==> src/rtl/core/scr_pkg.sv <==
`timescale 1ns / 1ps

package scr_pkg;

  localparam int unsigned CacheEntriesDef = 64;
  localparam int unsigned SectorBitsDef   = 32;

  localparam int unsigned FuncW    = 2;
  localparam int unsigned SectorW  = 32;
  localparam int unsigned SlotW    = 6;
  localparam int unsigned OutDataW = 48;

  typedef enum logic [FuncW-1:0] {
    FUNC_LOOKUP = 2'd0,
    FUNC_FILL   = 2'd1,
    FUNC_MARK   = 2'd2
  } func_e;

  // commands from the controller to the datapath
  typedef struct packed {
    logic capture;
    logic scan;
    logic mark;
    logic touch;
    logic fill_free;
    logic sweep_rd;
    logic sweep;
    logic load_res;
    logic load_wb;
  } cmd_t;

  // status from the datapath to the controller
  typedef struct packed {
    func_e func;
    logic  count_zero;
    logic  full;
    logic  match;
    logic  scan_end;
    logic  hit;
    logic  hand_used;
    logic  wb_none;
    logic  wb_last;
    logic  out_free;
  } sts_t;

endpackage

==> src/rtl/core/scr_ctrl.sv <==
`timescale 1ns / 1ps

module scr_ctrl (
  input  logic                     clk_i,
  input  logic                     rst_ni,
  input  logic                     in_valid_i,
  input  logic [scr_pkg::FuncW-1:0] in_func_i,
  output logic                     in_ready_o,
  input  scr_pkg::sts_t            sts_i,
  output scr_pkg::cmd_t            cmd_o
);
  import scr_pkg::*;

  typedef enum logic [7:0] {
    ST_IDLE   = 8'b0000_0001,
    ST_SCAN   = 8'b0000_0010,
    ST_ACT    = 8'b0000_0100,
    ST_SW_RD  = 8'b0000_1000,
    ST_SW_EV  = 8'b0001_0000,
    ST_DR_RD  = 8'b0010_0000,
    ST_DR_OUT = 8'b0100_0000,
    ST_RES    = 8'b1000_0000
  } state_e;

  state_e state_q, state_d;

  always_comb begin
    state_d    = state_q;
    cmd_o      = '0;
    in_ready_o = 1'b0;
    unique case (state_q)
      ST_IDLE: begin
        in_ready_o = 1'b1;
        if (in_valid_i) begin
          cmd_o.capture = 1'b1;
          unique case (func_e'(in_func_i)) inside
            FUNC_LOOKUP, FUNC_FILL, FUNC_MARK: begin
              state_d = sts_i.count_zero ? ST_ACT : ST_SCAN;
            end
            default: state_d = ST_RES;
          endcase
        end
      end
      ST_SCAN: begin
        cmd_o.scan = 1'b1;
        if (sts_i.match || sts_i.scan_end) begin
          state_d = ST_ACT;
        end
      end
      ST_ACT: begin
        unique case (sts_i.func)
          FUNC_MARK: begin
            cmd_o.mark = sts_i.hit;
            state_d    = ST_RES;
          end
          FUNC_FILL: begin
            if (sts_i.hit) begin
              cmd_o.touch = 1'b1;
              state_d     = ST_RES;
            end else if (!sts_i.full) begin
              cmd_o.fill_free = 1'b1;
              state_d         = ST_RES;
            end else begin
              state_d = ST_SW_RD;
            end
          end
          default: state_d = ST_RES;
        endcase
      end
      ST_SW_RD: begin
        cmd_o.sweep_rd = 1'b1;
        state_d        = ST_SW_EV;
      end
      ST_SW_EV: begin
        cmd_o.sweep = 1'b1;
        // an unused entry under the hand ends the sweep
        if (!sts_i.hand_used) begin
          state_d = sts_i.wb_none ? ST_RES : ST_DR_RD;
        end
      end
      ST_DR_RD: begin
        state_d = ST_DR_OUT;
      end
      ST_DR_OUT: begin
        if (sts_i.out_free) begin
          cmd_o.load_wb = 1'b1;
          state_d       = sts_i.wb_last ? ST_IDLE : ST_DR_RD;
        end
      end
      ST_RES: begin
        if (sts_i.out_free) begin
          cmd_o.load_res = 1'b1;
          state_d        = ST_IDLE;
        end
      end
      default: state_d = ST_IDLE;
    endcase
  end

  always_ff @(posedge clk_i or negedge rst_ni) begin
    if (!rst_ni) begin
      state_q <= ST_IDLE;
    end else begin
      state_q <= state_d;
    end
  end

endmodule

==> config.mk <==
export PLATFORM = sky130hd
export DESIGN_NAME = scr_ctrl
export DESIGN_NICKNAME = d
export VERILOG_FILES = /design/src/rtl/core/scr_pkg.sv /design/src/rtl/core/scr_ctrl.sv
export SDC_FILE = /design/constraint.sdc
export NUM_CORES = 1
export LEC_CHECK = 0
export BUFFER_PORTS_ARGS = -buffer_cell sky130_fd_sc_hd__buf_2
export CAP_MARGIN = 30
export CORE_AREA = 2 2 41 43
export DETAILED_ROUTE_END_ITERATION = 8
export DIE_AREA = 0 0 43 45
export MAX_ROUTING_LAYER = met4
export PLACE_DENSITY = 0.81
export SLEW_MARGIN = 20
export SYNTH_ARGS = -nofsm -noshare
export SYNTH_HDL_FRONTEND = slang
export SYNTH_SLANG_ARGS = --single-unit
==> constraint.sdc <==
create_clock -name clk_i -period 1.95 [get_ports clk_i]
set_clock_uncertainty 0.1 [all_clocks]
set_input_delay 0.2925 -clock clk_i [delete_from_list [all_inputs] [get_ports clk_i]]
set_output_delay 0.2925 -clock clk_i [all_outputs]
set_load 0.01 [all_outputs]
== Yosys cells after proc, flatten, opt, wreduce, memory -nomap -nowiden ==
Index checks and enable logic that the tools add are counted.
Storage, ports and cells
  bits in registers: 8
  input port bits: 16
  output and inout bits: 10
  logic and storage cells: 50
Operators by class
  equality and inequality tests: 17
  muxes and demuxes: 28
  reductions and logical operators: 4
Operator list (number)
  $mux W8: 10
  $pmux W8 S8: 1
  $mux W1: 13
  $ne A2 B2 Y1 const B: 5
  $eq A8 B1 Y1 const B: 1
  $eq A8 B2 Y1 const B: 1
  $eq A8 B3 Y1 const B: 1
  $eq A8 B4 Y1 const B: 1
  $eq A8 B5 Y1 const B: 1
  $eq A8 B6 Y1 const B: 1
  $eq A8 B7 Y1 const B: 1
  $eq A8 B8 Y1 const B: 1
  $mux W3: 2
  $mux W6: 1
  $reduce_and A5 Y1: 1
  $eq A2 B1 Y1 const B: 2
  $eq A2 B2 Y1 const B: 2
  $reduce_or A3 Y1: 1
  $logic_not A2 Y1: 1
  $mux W2: 1
  $logic_or A1 B1 Y1: 1

== Depth between registers and ports, before layout ==
Gate-level depths: netlist of run 1.
  depth in word-level cells: 5
  mapped depth: 5
  gate-level depth less buffers: 4

== Least setup slack after synthesis of run 1 ==
OpenSTA, ideal clock, no wires.
  path type: register to output
  start: reg state_q[6]
  end: out cmd_o[4] in the netlist's numbering
  data arrival time: 1.411 ns
  required time: 1.558 ns
  slack: 0.147 ns
  stages on the path, launching flop included: 4
  path through: dfrtp_1 -> nor4_2 -> nand4b_1 -> nor3_1
RTL lines
  start: declaration: line scr_ctrl.sv:25  | state_e state_q, state_d;
  start signal: assignment: line scr_ctrl.sv:104  | state_q <= state_d;
  end: declaration: line scr_ctrl.sv:10  | output scr_pkg::cmd_t cmd_o

==> impl_results.md, run 1 <==
- EDFF count, synth: 0
- Cell taking the most area after synthesis: dfrtp_1
- Slew Viols, Final: 0
- Routed WL per cell: 18.86 um
- Nets: 149
- GRT overflow: 0
- Clock sink total: 8
- Failing checks: setup timing
- Crit path DAT: 1.70 ns
- Synth area leaders: dfrtp_1 (27%), dfstp_2 (4.0%), nand2_1 (4.0%)
- Total routed wirelength: 2792 um
- GPL Wtd Cong: 0.8698
- Fin crit period: 2.092 ns
- Final Hold Fails: 0
- Hold path depth: 2
- Met2 WL: 1405 um
- Number of max-cap violations: 0
- Via count: 902
- Layout area overhead: 77.04%
- Synth Register Bits: 8
- R2r startpoint: state_q[0]$_DFFE_PN1P_
- Wl on met1: 1174 um
- Post-synth top area share: 26.57%
- Die height: 45 um
- Die area: 0.001935 sq mm
- CP Capture Type: output port
- Top FF cell, synth: dfrtp_1
- Drt pass-1 iters: 4
- FMAX: 478.1 MHz
- Leakage: 0.5761 nW
- # diodes: 0
- Largest Register: state_q
- Antenna viol nets, final: 0
- CTS Buffer Depth: 2
- Worst min path class: in -> reg
- Post-Route Setup TNS: -0.7240 ns
- Global-route wire length before repair: 3484 um
- Critical path required time: 1.56 ns
- Crit path setup slack, layout: -0.1416 ns
- VDD IR max: 0.9709 mV
- Via density: 6.095
- Ys async rst share: 100.0%
- Syn. warnings: 0
- GRT Overall Usage: 25.96%
- Clock Root Buffer: clkbuf_4
- Crit Path Class: reg -> out
- Drt drc: 0
- Antenna violations before repair: 0
- Max reg flops: 8
- Worst R2R End: state_q[7]$_DFFE_PN0P_
- Worst Path Max Fanout: 3
- Die X: 43 um
- IO Port Bufs: 25
- RSZ-0062 raised after global routing: yes
- Setup WS pre-CTS: 0.02539 ns
- Status: finished, violations left
- Reg2reg setup slack: -0.02 ns
- Highest metal used: met4
- Crit path to: cmd_o[4]
- Pwr/cell area: 1119 mW/mm^2
- Cell variety after synth: 36
- Setup crit start kind: flop
- CORE AREA: 0.001471 sq mm
- Vias in the first global route: 739
- Worst-Skew Late Latency: 0.26 ns
- Htree depth: 1
- Commonest non-fill, non-tap cells in the layout: buf_4 (29), buf_2 (21), nor2_1 (6), nand2_1 (6), buf_6 (5)
- Most common cell after layout, fill and taps aside: buf_4
- CTS buffer count: 3
- CTS clk-pin slew, worst paths: 0.06 ns
- Share of cells above drive strength 1: 59.85%
- Std-Cell Rows: 14
- Filler instances: 83
- Hold Slack: 0.1501 ns
- Mean post-synth cell area: 8.911 sq um
- Mapped Area: 659.4 sq um
- Relative slew margins: 67.30%
- Cells after Synth: 74
- Worst Setup SP: state_q[7]$_DFFE_PN0P_
- Met3 WL: 150 um
- Ports: 26
- Fin crit share: 107.3%
- Biggest regs: state_q: 8 flops
- Syn nets: 90
- Initial core utilization: 44.81%
- Pin count of the biggest net entering global routing: 9
- Tightest Pin Transition: 0.4883 ns
- DP Wirelength: 1463 um
- Seq/Total Area, Yosys: 30.55%
- Final setup fails: 10
- Worst Reg2Reg Path Length in Cells: 5
- 1st-iter DRT viols: 42
- CTS tree: built
final cells by class:
type                    count  area (sq um)  area share, %
clock buffers               4         26.28          2.251
multi-input cells          61         514.2          44.05
well taps                  16         20.02          1.715
repair buffers             56         389.1          33.33
inverters                   3         11.26         0.9646
flip-flops and latches      8         206.4          17.68
power breakdown:
group	leakage [nW]	switching, mW	total [mW]	internal (mW)
clock	0.0150	0.0646	0.143	0.0787
combinational	0.461	0.417	0.920	0.502
sequential	0.100	0.0369	0.244	0.207
total	0.576	0.519	1.31	0.788
worst max-delay path, cell delays in order, from the launching register on:
cell	delay [ns]
dfrtp_1	0.40
nor4_4	0.31
buf_4	0.18
nand4b_1	0.17
nor3_2	0.22
buf_2	0.16
per-stage QoR:
step                      area (sq um)  cells  util, %  total power, mW
final                             1167    148    79.34            1.307
after global routing              1167    148    79.34            1.371
after CTS                        983.4    133    66.84            1.050
after detailed placement         825.8    117    56.12           0.7244
after global placement           825.8    117    56.12           0.7067
after floorplan                  659.4     74        -           0.5651
synthesized netlist by cell type (2+ instances only):
cell type	n
inv_1	3
nand2_1	7
nor2_1	7
nand4b_1	2
o211ai_1	3
a22o_1	2
dfrtp_1	7
nor4b_1	3
nor3_1	5
o21ai_0	4
nand3_2	2
nand4_1	2
nor3b_1	2
xor2_1	3
how the worst min path moves through the flow:
| stage | start | end | slack (ns) |
|---|---|---|---|
| floorplan | rst_ni | state_q[1]$_DFFE_PN0P_ | -0.10 |
| global placement | rst_ni | state_q[6]$_DFFE_PN0P_ | 0.04 |
| detailed placement | rst_ni | state_q[6]$_DFFE_PN0P_ | 0.05 |
| CTS | sts_i[4] | state_q[3]$_DFFE_PN0P_ | 0.14 |
| global route | sts_i[0] | state_q[6]$_DFFE_PN0P_ | 0.15 |
| finish | sts_i[0] | state_q[6]$_DFFE_PN0P_ | 0.15 |
kinds of logic (layout without fill, tap and decap cells):
group | after synthesis | after routing | share of synthesized area [%]
compound gates | 14 | 14 | 14.99
xor+xnor | 3 | 3 | 3.986
buf+inv | 5 | 63 | 3.035
flops | 8 | 8 | 30.55
mux | 1 | 1 | 2.276
simple gates | 43 | 43 | 45.16
layer usage:
metal,track usage [%],vias up
li1,-,398
met1,31.58,454
met2,40.30,43
met3,6.800,7
met4,12.73,0
met5,-,-
repair_timing:
action,CTS,global route
hold buffers,1,0
resized for setup,10,14
pin swaps,6,11
gates cloned,0,0
setup buffers,11,16
setup endpoints to repair,8,11
hold endpoints to repair,8,0
Note: power is estimated with default switching activity, not from simulation.
==> inputs of run 2 (changes only) <==
CTS_CLUSTER_SIZE = 25   (was not set)
SETUP_SLACK_MARGIN = 0.15   (was not set)
==> impl_results.md, run 2 (same netlist as run 1, synthesis figures left out) <==
- Pwr/cell area: 1091 mW/mm^2
- Total routed wirelength: 2681 um
- 1st-iter DRT viols: 55
- Final core utilization: 77.72%
- GPL Wtd Cong: 0.8115
- Placed insts: 116
- Critical path required time: 1.56 ns
- Worst R2R End: state_q[7]$_DFFE_PN0P_
- Pin count of the biggest net entering global routing: 9
- CTS buffer count: 3
- Finished Layout Cells: 143
- Internal: 0.7247 mW
- Die X: 43 um
- Die height: 45 um
- Final setup fails: 7
- Die area: 0.001935 sq mm
- Fin crit period: 2.058 ns
- Setup WS pre-CTS: -0.02027 ns
- Largest Register: state_q
- # diodes: 0
- Placed Area: 827.0 sq um
- CTS Buffer Depth: 2
- Crit Path Class: reg -> out
- Final Hold Fails: 0
- Drt pass-1 iters: 4
- Crit path setup slack, layout: -0.1079 ns
- GRT overflow: 0
- Crit path to: cmd_o[3]
- Std-Cell Rows: 14
- CORE AREA: 0.001471 sq mm
- Antenna viol nets, final: 0
- R2r startpoint: state_q[2]$_DFFE_PN0P_
- Tightest Pin Transition: 0.4332 ns
- Total power: 1.247 mW
- Max reg flops: 8
- CP Capture Type: output port
- Worst min path class: in -> reg
- Number of max-cap violations: 0
- Worst-Skew Late Latency: 0.28 ns
- Commonest non-fill, non-tap cells in the layout: buf_4 (23), buf_2 (21), nand2_1 (6), buf_6 (6)
- Fin crit share: 105.5%
- Antenna violations before repair: 0
- Htree depth: 1
- Relative slew margins: 70.71%
- Ports: 26
- Sw power: 0.5225 mW
- Crit path DAT: 1.67 ns
- Sequential group share of total power: 23.0%
- Nets: 144
- GRT Overall Usage: 25.33%
- Vias in the first global route: 771
- Biggest regs: state_q: 8 flops
- Worst Setup SP: state_q[4]$_DFFE_PN0P_
- Via density: 5.993
- Share of cells above drive strength 1: 61.42%
- Filler instances: 96
- Comb pwr share: 64.5%
- Global-route wire length before repair: 3470 um
- Failing checks: setup timing
- Sw frac: 41.89%
- Via count: 857
- Reg2reg setup slack: 0.01 ns
- Slew Viols, Final: 0
- Clock sink total: 8
- Status: finished, violations left
- Cell area after layout: 0.001144 sq mm
- FMAX: 485.9 MHz
- VDD IR max: 0.5686 mV
- IO Port Bufs: 25
- Leakage: 0.5517 nW
- Drt drc: 0
- Setup crit start kind: flop
- CTS clk-pin slew, worst paths: 0.07 ns
- RSZ-0062 raised after global routing: yes
- DP Wirelength: 1373 um
- Most common cell after layout, fill and taps aside: buf_4
- Clock Root Buffer: clkbuf_4
- Worst Reg2Reg Path Length in Cells: 6
- Initial core utilization: 44.81%
- CTS tree: built
- Layout area overhead: 73.44%
- Worst Path Max Fanout: 5
- Clock power frac: 12.4%
- Routed WL per cell: 18.75 um
run 2: metal layers:
layer / part of all wire, % / vias up / wire, um / global-route usage (%)
met5: 0 / - / 0 / -
met4: 1.8 / 0 / 48 / 9.091
met3: 5.4 / 5 / 145 / 2.400
met2: 52 / 44 / 1399 / 43.94
met1: 41 / 418 / 1087 / 31.00
li1: - / 390 / - / -
run 2: critical path, cell delays in order, from the launching register on:
cell	delay, ns
dfrtp_2	0.47
buf_4	0.17
nor3_1	0.38
and3_4	0.26
buf_6	0.10
run 2: cell type report:
| type | count | area, sq um | area share (%) |
|---|---|---|---|
| multi-input combinational | 61 | 524.3 | 45.84 |
| inverter | 3 | 11.26 | 0.9847 |
| clock buffer | 4 | 26.28 | 2.298 |
| timing repair buffer | 51 | 355.3 | 31.07 |
| tap | 16 | 20.02 | 1.751 |
| sequential | 8 | 206.4 | 18.05 |
run 2: worst min-delay path by stage:
| stage | start | endpoint | slack (ns) | depth (start not counted) |
|---|---|---|---|---|
| after floorplan | rst_ni | state_q[1]$_DFFE_PN0P_ | -0.10 | 0 |
| after global placement | rst_ni | state_q[6]$_DFFE_PN0P_ | 0.05 | 1 |
| after detailed placement | rst_ni | state_q[4]$_DFFE_PN0P_ | 0.04 | 1 |
| after CTS | sts_i[0] | state_q[6]$_DFFE_PN0P_ | 0.13 | 2 |
| after global routing | sts_i[0] | state_q[6]$_DFFE_PN0P_ | 0.17 | 2 |
| final | sts_i[0] | state_q[6]$_DFFE_PN0P_ | 0.17 | 2 |
run 2: timing repair:
action | 4_1_cts | 5_1_grt
buffers inserted | 14 | 8
resized for setup | 16 | 11
hold endpoints to repair | 8 | 0
pin swaps | 10 | 7
hold buffers | 1 | 0
endpoints found under the setup margin | 11 | 14
run 2: power by group through the flow:
stage	Sequential, mW	Combinational, mW	Clock (mW)
after floorplan	0.245	0.334	0
final	0.287	0.805	0.155
after CTS	0.279	0.636	0.152
after global routing	0.289	0.847	0.158
after detailed placement	0.277	0.437	0
after global placement	0.273	0.431	0
run 2: metrics by stage:
step | hold slack, ns | setup TNS, ns
2_1_floorplan | -0.1031 | 0
6_report | 0.1654 | -0.3570
5_1_grt | 0.1693 | -0.8345
4_1_cts | 0.1260 | -0.1419
3_5_place_dp | 0.04401 | -0.02027
3_3_place_gp | 0.04650 | 0
